## config.mk

```make
export PLATFORM = sky130hd
export DESIGN_NAME = json_structural_chunk_scanner
export DESIGN_NICKNAME = d
export VERILOG_FILES = /design/src/sv/jscan_pkg.sv /design/src/sv/json_structural_chunk_scanner.sv /design/src/sv/jscan_core.sv /design/src/sv/jscan_fifo.sv
export SDC_FILE = /design/constraint.sdc
export NUM_CORES = 1
export LEC_CHECK = 0
export BUFFER_PORTS_ARGS = -buffer_cell sky130_fd_sc_hd__buf_2
export CAP_MARGIN = 20
export CORE_UTILIZATION = 60
export DETAILED_ROUTE_END_ITERATION = 16
export PLACE_DENSITY = 0.88
export SYNTH_ARGS = -nofsm -noshare
export SYNTH_HDL_FRONTEND = slang
export SYNTH_HIERARCHICAL = 1
export SYNTH_SLANG_ARGS = --single-unit
export TNS_END_PERCENT = 1
```

## constraint.sdc

```tcl
create_clock -name clk -period 25.4 [get_ports clk]
set_clock_uncertainty 0.15 [all_clocks]
set_input_delay 5.08 -clock clk [delete_from_list [all_inputs] [get_ports clk]]
set_output_delay 5.08 -clock clk [all_outputs]
set_load 0.02 [all_outputs]
```

## src/sv/jscan_pkg.sv

```systemverilog
// Shared constants, types and codes for the JSON structural scanner.
package jscan_pkg;

  localparam int MAX_DEPTH  = 16;
  localparam int MAX_CHUNKS = 64;
  localparam int MAX_LENGTH = 65536;

  localparam int DEPTH_W = (MAX_DEPTH > 1) ? $clog2(MAX_DEPTH) : 1;
  localparam int FILL_W  = $clog2(MAX_DEPTH + 1);
  localparam int POS_W   = $clog2(MAX_LENGTH + 1);
  localparam int CNT_W   = $clog2(MAX_CHUNKS + 1);

  // fixed field widths
  localparam int OFF_W     = 16;
  localparam int LEN_W     = 17;
  localparam int CNT_OUT_W = 7;
  localparam int KIND_W    = 2;
  localparam int TDATA_W   = 56;
  localparam int TUSER_W   = 3;

  localparam int FIFO_DEPTH = 4;
  localparam int FIFO_AW    = $clog2(FIFO_DEPTH);
  localparam int FIFO_CW    = $clog2(FIFO_DEPTH + 1);

  localparam logic [7:0] CH_QUOTE  = 8'h22;
  localparam logic [7:0] CH_BSLASH = 8'h5C;
  localparam logic [7:0] CH_LBRACE = 8'h7B;
  localparam logic [7:0] CH_LBRACK = 8'h5B;
  localparam logic [7:0] CH_RBRACE = 8'h7D;
  localparam logic [7:0] CH_RBRACK = 8'h5D;
  localparam logic [7:0] CH_COLON  = 8'h3A;

  typedef enum logic [1:0] {
    MARK_NONE = 2'd0,
    MARK_OBJ  = 2'd1,
    MARK_ARR  = 2'd2,
    MARK_KEY  = 2'd3
  } mark_t;

  localparam logic [KIND_W-1:0] KIND_STR = 2'd0;
  localparam logic [KIND_W-1:0] KIND_OBJ = 2'd1;
  localparam logic [KIND_W-1:0] KIND_ARR = 2'd2;

  localparam logic REC_CHUNK = 1'b0;
  localparam logic REC_COUNT = 1'b1;

  typedef struct packed {
    logic                 record_type;
    logic [KIND_W-1:0]    chunk_kind;
    logic [OFF_W-1:0]     header_offset;
    logic [OFF_W-1:0]     data_offset;
    logic [LEN_W-1:0]     data_length;
    logic [CNT_OUT_W-1:0] chunk_count;
    logic                 last;
  } result_t;

  // results of one byte: chunk first, then count record
  typedef struct packed {
    logic    chunk_v;
    logic    count_v;
    result_t chunk;
    result_t count;
  } push_t;

endpackage

```

## src/sv/json_structural_chunk_scanner.sv

```systemverilog
// Top level of the JSON structural scanner: input register, core, result queue.
//
//  channel | dir | tdata                          | tuser                  | tlast
//  --------+-----+--------------------------------+------------------------+----------
//  in_     | in  | data_byte[7:0]                 | first_byte             | last_byte
//  out_    | out | header_offset, data_offset,    | record_type,           | last
//          |     | data_length, chunk_count       | chunk_kind             |
//
//  One byte word per cycle while in_tready is high. A word lands in the input
//  register; once the queue can take two results the core decodes it, updates
//  the scan state and bracket stack, and pushes zero, one or two result words
//  into a four-entry queue. The input register drains whenever the queue holds
//  two results or fewer; under an output stall in_tready drops once three
//  results are queued, i.e. after two or three result-making words (words that
//  make none never block). Sustained rate is one byte per cycle while out_
//  takes one result per cycle; a byte giving both a chunk and a count record
//  puts two results on out_. rst_n is synchronous; no clearing pass is needed.
module json_structural_chunk_scanner (
  input  logic                            clk,
  input  logic                            rst_n,

  input  logic                            in_tvalid,
  output logic                            in_tready,
  input  logic [7:0]                      in_tdata,   // [7:0] data_byte
  input  logic                            in_tuser,   // first_byte
  input  logic                            in_tlast,   // last_byte

  output logic                            out_tvalid,
  input  logic                            out_tready,
  // [15:0] header_offset, [31:16] data_offset, [48:32] data_length,
  // [55:49] chunk_count
  output logic [jscan_pkg::TDATA_W-1:0]   out_tdata,
  // [0] record_type, [2:1] chunk_kind
  output logic [jscan_pkg::TUSER_W-1:0]   out_tuser,
  output logic                            out_tlast
);

  // input register
  logic       iv_r;
  logic [7:0] ib_r;
  logic       if_r, il_r;

  logic               space2, proc;
  jscan_pkg::push_t   push;
  jscan_pkg::result_t res;

  // the held word is decoded once the queue can take both possible results
  assign proc      = iv_r && space2;
  assign in_tready = !iv_r || space2;

  always_ff @(posedge clk) begin
    if (!rst_n) begin
      iv_r <= 1'b0;
    end else if (in_tvalid && in_tready) begin
      iv_r <= 1'b1;
    end else if (proc) begin
      iv_r <= 1'b0;
    end
  end

  always_ff @(posedge clk) begin
    if (in_tvalid && in_tready) begin
      ib_r <= in_tdata;
      if_r <= in_tuser;
      il_r <= in_tlast;
    end
  end

  jscan_core u_core (
    .clk        (clk),
    .rst_n      (rst_n),
    .proc       (proc),
    .data_byte  (ib_r),
    .first_byte (if_r),
    .last_byte  (il_r),
    .push       (push)
  );

  jscan_fifo u_fifo (
    .clk       (clk),
    .rst_n     (rst_n),
    .push      (push),
    .space2    (space2),
    .pop_valid (out_tvalid),
    .pop_ready (out_tready),
    .pop_data  (res)
  );

  assign out_tdata = {res.chunk_count, res.data_length, res.data_offset, res.header_offset};
  assign out_tuser = {res.chunk_kind, res.record_type};
  assign out_tlast = res.last;

endmodule

```

## src/sv/jscan_core.sv

```systemverilog
// Scan state, bracket stack and per-byte decode of the JSON scanner.
module jscan_core (
  input  logic                clk,
  input  logic                rst_n,
  input  logic                proc,
  input  logic [7:0]          data_byte,
  input  logic                first_byte,
  input  logic                last_byte,
  output jscan_pkg::push_t    push
);

  logic [jscan_pkg::POS_W-1:0]  pos_r,    pos_nxt;
  logic [jscan_pkg::FILL_W-1:0] fill_r,   fill_nxt;
  logic [jscan_pkg::CNT_W-1:0]  cnt_r,    cnt_nxt;
  logic                         str_r,    str_nxt;
  logic                         skip_r,   skip_nxt;
  logic [jscan_pkg::OFF_W-1:0]  sstart_r, sstart_nxt;
  logic                         stop_r,   stop_nxt;

  logic [jscan_pkg::OFF_W-1:0] offs_r  [jscan_pkg::MAX_DEPTH];
  jscan_pkg::mark_t            marks_r [jscan_pkg::MAX_DEPTH];

  // state as seen by this byte (first_byte clears it)
  logic [jscan_pkg::POS_W-1:0]  e_pos;
  logic [jscan_pkg::FILL_W-1:0] e_fill;
  logic [jscan_pkg::CNT_W-1:0]  e_cnt;
  logic                         e_str, e_skip, e_stop;
  logic [jscan_pkg::OFF_W-1:0]  e_sstart;

  logic [jscan_pkg::DEPTH_W-1:0] top_idx, push_idx;
  logic [jscan_pkg::OFF_W-1:0]   top_off, cur_off;
  jscan_pkg::mark_t              top_mark;

  logic                          off_we, mark_we;
  logic [jscan_pkg::DEPTH_W-1:0] wr_idx;
  jscan_pkg::mark_t              wr_mark;

  logic                          chunk_v;
  logic [jscan_pkg::KIND_W-1:0]  kind;
  logic [jscan_pkg::OFF_W-1:0]   hoff, doff;
  logic [jscan_pkg::LEN_W-1:0]   dlen;

  always_comb begin
    e_pos    = first_byte ? '0 : pos_r;
    e_fill   = first_byte ? '0 : fill_r;
    e_cnt    = first_byte ? '0 : cnt_r;
    e_str    = first_byte ? 1'b0 : str_r;
    e_skip   = first_byte ? 1'b0 : skip_r;
    e_sstart = first_byte ? '0 : sstart_r;
    e_stop   = first_byte ? 1'b0 : stop_r;
  end

  assign top_idx  = jscan_pkg::DEPTH_W'(e_fill - 1'b1);
  assign push_idx = jscan_pkg::DEPTH_W'(e_fill);
  assign top_off  = offs_r[top_idx];
  assign top_mark = marks_r[top_idx];
  assign cur_off  = jscan_pkg::OFF_W'(e_pos);

  always_comb begin
    pos_nxt    = e_pos;
    fill_nxt   = e_fill;
    cnt_nxt    = e_cnt;
    str_nxt    = e_str;
    skip_nxt   = e_skip;
    sstart_nxt = e_sstart;
    stop_nxt   = e_stop;
    off_we     = 1'b0;
    mark_we    = 1'b0;
    wr_idx     = top_idx;
    wr_mark    = jscan_pkg::MARK_NONE;
    chunk_v    = 1'b0;
    kind       = jscan_pkg::KIND_STR;
    hoff       = top_off;
    doff       = top_off;
    dlen       = jscan_pkg::LEN_W'(e_pos) + 1'b1 - jscan_pkg::LEN_W'(top_off);

    if (e_pos < jscan_pkg::POS_W'(jscan_pkg::MAX_LENGTH)) begin
      pos_nxt = e_pos + 1'b1;
      if (!e_stop) begin
        if (e_str) begin
          if (e_skip) begin
            skip_nxt = 1'b0;
          end else if (data_byte == jscan_pkg::CH_BSLASH) begin
            skip_nxt = 1'b1;
          end else if (data_byte == jscan_pkg::CH_QUOTE) begin
            str_nxt = 1'b0;
            if (e_fill != '0 && top_mark == jscan_pkg::MARK_KEY) begin
              // value string after "key": closes the pair
              chunk_v = 1'b1;
              kind    = jscan_pkg::KIND_STR;
              hoff    = e_sstart;
              doff    = e_sstart + 1'b1;
              dlen    = jscan_pkg::LEN_W'(e_pos) - jscan_pkg::LEN_W'(e_sstart) - 1'b1;
              mark_we = 1'b1;
              wr_mark = jscan_pkg::MARK_NONE;
            end
          end
        end else begin
          unique case (data_byte) inside
            jscan_pkg::CH_QUOTE: begin
              str_nxt    = 1'b1;
              skip_nxt   = 1'b0;
              sstart_nxt = cur_off;
            end
            jscan_pkg::CH_LBRACE, jscan_pkg::CH_LBRACK: begin
              if (e_fill >= jscan_pkg::FILL_W'(jscan_pkg::MAX_DEPTH)) begin
                stop_nxt = 1'b1;
              end else begin
                off_we   = 1'b1;
                mark_we  = 1'b1;
                wr_idx   = push_idx;
                wr_mark  = (data_byte == jscan_pkg::CH_LBRACE) ?
                           jscan_pkg::MARK_OBJ : jscan_pkg::MARK_ARR;
                fill_nxt = e_fill + 1'b1;
              end
            end
            jscan_pkg::CH_RBRACE, jscan_pkg::CH_RBRACK: begin
              if (e_fill == '0) begin
                stop_nxt = 1'b1;
              end else begin
                // kind follows the closing byte, even on a mismatch
                fill_nxt = e_fill - 1'b1;
                chunk_v  = 1'b1;
                kind     = (data_byte == jscan_pkg::CH_RBRACE) ?
                           jscan_pkg::KIND_OBJ : jscan_pkg::KIND_ARR;
              end
            end
            jscan_pkg::CH_COLON: begin
              if (e_fill != '0 && top_mark == jscan_pkg::MARK_OBJ) begin
                mark_we = 1'b1;
                wr_mark = jscan_pkg::MARK_KEY;
              end
            end
            default: ;
          endcase
        end
        if (chunk_v) begin
          cnt_nxt = e_cnt + 1'b1;
          if (cnt_nxt >= jscan_pkg::CNT_W'(jscan_pkg::MAX_CHUNKS)) stop_nxt = 1'b1;
        end
      end
    end
  end

  always_comb begin
    push.chunk_v             = proc && chunk_v;
    push.count_v             = proc && last_byte;
    push.chunk.record_type   = jscan_pkg::REC_CHUNK;
    push.chunk.chunk_kind    = kind;
    push.chunk.header_offset = hoff;
    push.chunk.data_offset   = doff;
    push.chunk.data_length   = dlen;
    push.chunk.chunk_count   = jscan_pkg::CNT_OUT_W'(cnt_nxt);
    push.chunk.last          = !last_byte;
    push.count.record_type   = jscan_pkg::REC_COUNT;
    push.count.chunk_kind    = jscan_pkg::KIND_STR;
    push.count.header_offset = '0;
    push.count.data_offset   = '0;
    push.count.data_length   = '0;
    push.count.chunk_count   = jscan_pkg::CNT_OUT_W'(cnt_nxt);
    push.count.last          = 1'b1;
  end

  always_ff @(posedge clk) begin
    if (!rst_n) begin
      pos_r    <= '0;
      fill_r   <= '0;
      cnt_r    <= '0;
      str_r    <= 1'b0;
      skip_r   <= 1'b0;
      sstart_r <= '0;
      stop_r   <= 1'b0;
    end else if (proc) begin
      pos_r    <= pos_nxt;
      fill_r   <= fill_nxt;
      cnt_r    <= cnt_nxt;
      str_r    <= str_nxt;
      skip_r   <= skip_nxt;
      sstart_r <= sstart_nxt;
      stop_r   <= stop_nxt;
    end
  end

  // frame stack: no reset, only entries below the fill are read
  always_ff @(posedge clk) begin
    if (proc && off_we)  offs_r[wr_idx]  <= cur_off;
    if (proc && mark_we) marks_r[wr_idx] <= wr_mark;
  end

endmodule

```

## src/sv/jscan_fifo.sv

```systemverilog
// Result queue: takes up to two results per cycle, hands out one when pop_ready is high.
module jscan_fifo (
  input  logic               clk,
  input  logic               rst_n,
  input  jscan_pkg::push_t   push,
  output logic               space2,
  output logic               pop_valid,
  input  logic               pop_ready,
  output jscan_pkg::result_t pop_data
);

  jscan_pkg::result_t             mem_r [jscan_pkg::FIFO_DEPTH];
  logic [jscan_pkg::FIFO_AW-1:0]  head_r, head_nxt, tail_r, tail_nxt, tail2;
  logic [jscan_pkg::FIFO_CW-1:0]  cnt_r, cnt_nxt;
  logic                           pop;

  assign pop_valid = cnt_r != '0;
  assign pop_data  = mem_r[head_r];
  assign pop       = pop_valid && pop_ready;
  assign space2    = cnt_r <= jscan_pkg::FIFO_CW'(jscan_pkg::FIFO_DEPTH - 2);
  assign tail2     = tail_r + jscan_pkg::FIFO_AW'(push.chunk_v);

  always_comb begin
    head_nxt = head_r + jscan_pkg::FIFO_AW'(pop);
    tail_nxt = tail2 + jscan_pkg::FIFO_AW'(push.count_v);
    cnt_nxt  = cnt_r + jscan_pkg::FIFO_CW'(push.chunk_v)
             + jscan_pkg::FIFO_CW'(push.count_v) - jscan_pkg::FIFO_CW'(pop);
  end

  always_ff @(posedge clk) begin
    if (!rst_n) begin
      head_r <= '0;
      tail_r <= '0;
      cnt_r  <= '0;
    end else begin
      head_r <= head_nxt;
      tail_r <= tail_nxt;
      cnt_r  <= cnt_nxt;
    end
  end

  always_ff @(posedge clk) begin
    if (push.chunk_v) mem_r[tail_r] <= push.chunk;
    if (push.count_v) mem_r[tail2]  <= push.count;
  end

endmodule
```

==> out/qor_table.md <==
| Quantity | Reported | Unit |
|---|---|---|
| Status | finished clean | - |
| Maximum clock insertion buffer count | 3 | - |
| Largest net degree at the start of global routing | 108 | - |
| Final Hold Fails | 0 | - |
| Routed met2 length | 33010 | um |
| Most common library cells after synthesis | 538 x sky130_fd_sc_hd__edfxtp_1, 233 x sky130_fd_sc_hd__mux2_2, 122 x sky130_fd_sc_hd__nor2b_1 | - |
| Final Max Slew Viols | 0 | - |
| CP Launch Point | u_fifo/head_r[0] | - |
| Layout fillers | 3249 | - |
| Post-synthesis adder-cell area fraction | 2.043 | % |
| Post-CTS setup repair buffer count | 0 | - |
| R2r endpoint | u_fifo/mem_r[2][24] | - |
| Fraction of final layout cells sized beyond drive strength 1 | 25.11 | % |
| Total routed wire length on the met1 layer | 26580 | um |
| Total negative slack | 0 | ps |
| Worst path required time | 20170 | ps |
| PD cells | 72.30 | mW/mm^2 |
| Post-synthesis share of cell area spent on and, or, nand and nor gates | 8.296 | % |
| Cell family with most CP delay | buffers and inverters | - |
| Worst hold margin | 330.8 | ps |
| Number of global-route vias before repair | 18034 | - |
| Number of clock buffers inserted by TritonCTS | 57 | - |
| Clk slew on worst S/H paths | 60 | ps |
| Count of distinct cell types in the synthesized netlist | 83 | - |
| Top routing layer used | met4 | - |
| Startpoint-to-endpoint class of the critical path | reg -> out | - |
| Setup slack at placement | 17780 | ps |
| Warning count from the yosys run | 6 | - |
| Portion of the post-synthesis area used by sequential elements | 58.30 | % |
| Critical Path Sink Type | primary output | - |
| Detailed-routing iteration count for the pre-antenna-repair pass | 6 | - |
| Per-cell via count in the routed design | 6.174 | - |
| Synth top area share | 54.51 | % |
| Area of the mapped netlist | 0.02964 | mm^2 |
| Startpoint type of the worst setup path | flop | - |
| Post-layout instance count excluding filler cells | 2922 | - |
| Number of placed instances with taps included | 2805 | - |
| Instance count of the mapped netlist | 2150 | - |
| Final Power | 2349 | uW |
| RSZ-0062 raised after global routing | no | - |
| Data arrival time of the critical path | 2860 | ps |
| Number of synthesized register bits | 594 | - |
| Portion of netlist area occupied by mux cells | 17.75 | % |
| GRT Util Overall | 26.40 | % |
| Num ports | 76 | - |
| Flop-to-flop setup slack | 17580 | ps |
| Placeable core area | 0.04885 | mm^2 |
| Leakage power of the design | 0.01088 | uW |
| Total wire length | 66520 | um |
| Total number of placement rows | 81 | - |
| Gates resized, CTS repair | 0 | - |
| Peak supply drop | 64.58 | uV |
| Remaining global-route overflow | 0 | - |
| Count of nets left with antenna violations after detail routing | 0 | - |
| Crit path buffers/inverters | 2 | - |
| Initial antenna violation count | 0 | - |
| Worst Tran Pin Value | 1081 | ps |
| Crit-path max FO | 49 | - |
| EDFF count, synth | 538 | - |
| Clk root buf | sky130_fd_sc_hd__clkbuf_16 | - |
| CTS tree | yes | - |
| Initial Utilization | 60.67 | % |
| Overall via count from detail_route | 18040 | - |
| Post-layout worst setup margin | 17310 | ps |
| Crit path max-delay cell type | sky130_fd_sc_hd__buf_4 | - |
| Clock net sink count | 594 | - |
| Async set-reset flop share out of synthesis | 0 | % |
| Clock network latency to the later pin of the worst-skew pair | 630 | ps |
| Setup violations, final | 0 | - |
| Total number of nets in the final design | 2270 | - |
| Path depth of the worst reg2reg path | 21 | - |
| Xor-xnor portion of the synthesized cell area | 1.706 | % |
| Worst Setup EP | out_tdata[48] | - |
| Start point of the worst min-delay path | u_core/cnt_r[0] | - |
| Final period util | 31.84 | % |
| Main combinational cell family by area after synthesis | multiplexers | - |
| Instance count on the critical path | 3 | - |
| Synth Area in Compound Gates | 7.713 | % |
| Quantity of I/O buffers inserted on ports | 75 | - |
| Hold bufs inserted after CTS | 0 | - |
| Class of the tightest hold or removal check | reg -> reg | - |
| First-iteration detailed-routing DRC count | 1860 | - |
| Detailed Place HPWL | 41010 | um |
| Dominant cell by count in the synthesized netlist | sky130_fd_sc_hd__edfxtp_1 | - |
| Detailed-routed wire length on met3 | 4805 | um |
| Maximum capacitance violations | 0 | - |
| Global-route wire length before repair | 102300 | um |
| Level count of the clock H-tree | 2 | - |
| Per-cell routed wire length | 22.77 | um |
| Final RePlAce weighted congestion | 0.9798 | - |
| Cell type with the largest total area after synthesis | sky130_fd_sc_hd__edfxtp_1 | - |
| CP cell instances | buf_4, mux4_2, buf_2 | - |
| Most used flip-flop cell after synthesis | sky130_fd_sc_hd__edfxtp_1 | - |
| Die area | 0.05029 | mm^2 |
| Avg Inst Size Synth | 13.78 | um^2 |
| Reg2Reg Launch Point | if_r | - |
| Area growth from synthesis to layout | 9.601 | % |
| Area contributors post-synth | sky130_fd_sc_hd__edfxtp_1 55%, sky130_fd_sc_hd__mux2_2 8.9%, sky130_fd_sc_hd__mux4_2 6.2%, sky130_fd_sc_hd__dfxtp_1 3.8%, sky130_fd_sc_hd__nor2b_1 2.6% | - |
| Max Clock Freq | 123.6 | MHz |
| Minimum clock period | 8087 | ps |
| Slew headroom | 27.19 | % |
| Width of the die | 224.2 | um |
| Number of antenna cells inserted | 0 | - |
| Critical path's largest stage delay | 840 | ps |
| Die outline height | 224.2 | um |
| Number of DRC violations after detailed routing | 0 | - |
[layout by cell type (no fill, tap or decap), drive strengths merged, types with 68 or more instances in the layout]
cell and n:
mux4 81, nor2 110, buf 129, clkbuf 75, nor2b 123, o21ai 72
edfxtp 538, mux2 243, nand2 108, a211oi 68, mux2i 70, a21oi 107
[cell families (layout without fill, tap and decap cells)]
| kind of cell | after synthesis | count (layout) |
|---|---|---|
| flops | 594 | 594 |
| mux | 394 | 394 |
| fa+ha+maj | 46 | 46 |
| other cells | 2 | 54 |
| simple gates | 473 | 473 |
| buf+inv | 228 | 284 |
| xor+xnor | 56 | 56 |
| compound gates | 357 | 357 |
[flip-flops by register name, summed over array words and instances, names as in the netlist, 3 cells and up]
register / flops
ib_r: 8
u_core/cnt_r: 7
u_core/fill_r: 5
u_core/marks_r: 32
u_core/offs_r: 256
u_core/pos_r: 17
u_core/sstart_r: 16
u_fifo/cnt_r: 3
u_fifo/mem_r: 240
[power by group]
| part | switching, uW | leakage, uW | internal [uW] |
|---|---|---|---|
| registers | 15.2 | 0.00530 | 1090 |
| clock network | 355 | 0.000938 | 516 |
| logic | 213 | 0.00464 | 157 |
[worst min path at each step]
stage                       to  slack (ps)  cells past startpoint
5_1_grt                   iv_r         360                      2
2_1_floorplan  u_core/cnt_r[1]         280                      1
4_1_cts        u_core/cnt_r[1]         330                      1
3_5_place_dp   u_core/cnt_r[1]         310                      1
6_report       u_core/cnt_r[0]         330                      1
3_3_place_gp   u_core/cnt_r[1]         300                      1
[per-stage QoR]
stage	util, %	area (um^2)
after floorplan	-	29830
after global placement	62.28	30430
after detailed placement	62.31	30440
after CTS	66.26	32370
after global routing	66.49	32480
final	66.49	32480
[layer usage]
layer	vias to the layer above	track usage, %
li1	8219	-
met2	738	44.26
met5	-	0
met3	122	4.024
met1	8961	35.16
met4	0	9.568
[cell type report]
type	instances	area [um^2]	area share, %
repair buffers	130	825.8	2.542
multi-input cells	1380	11440	35.22
clock buffers	74	1533	4.719
inverters	47	176.4	0.5431
well taps	664	830.8	2.558
flip-flops and latches	594	17280	53.20
clock inverters	33	395.4	1.217
No activity file was read; power rests on OpenSTA's default activity.
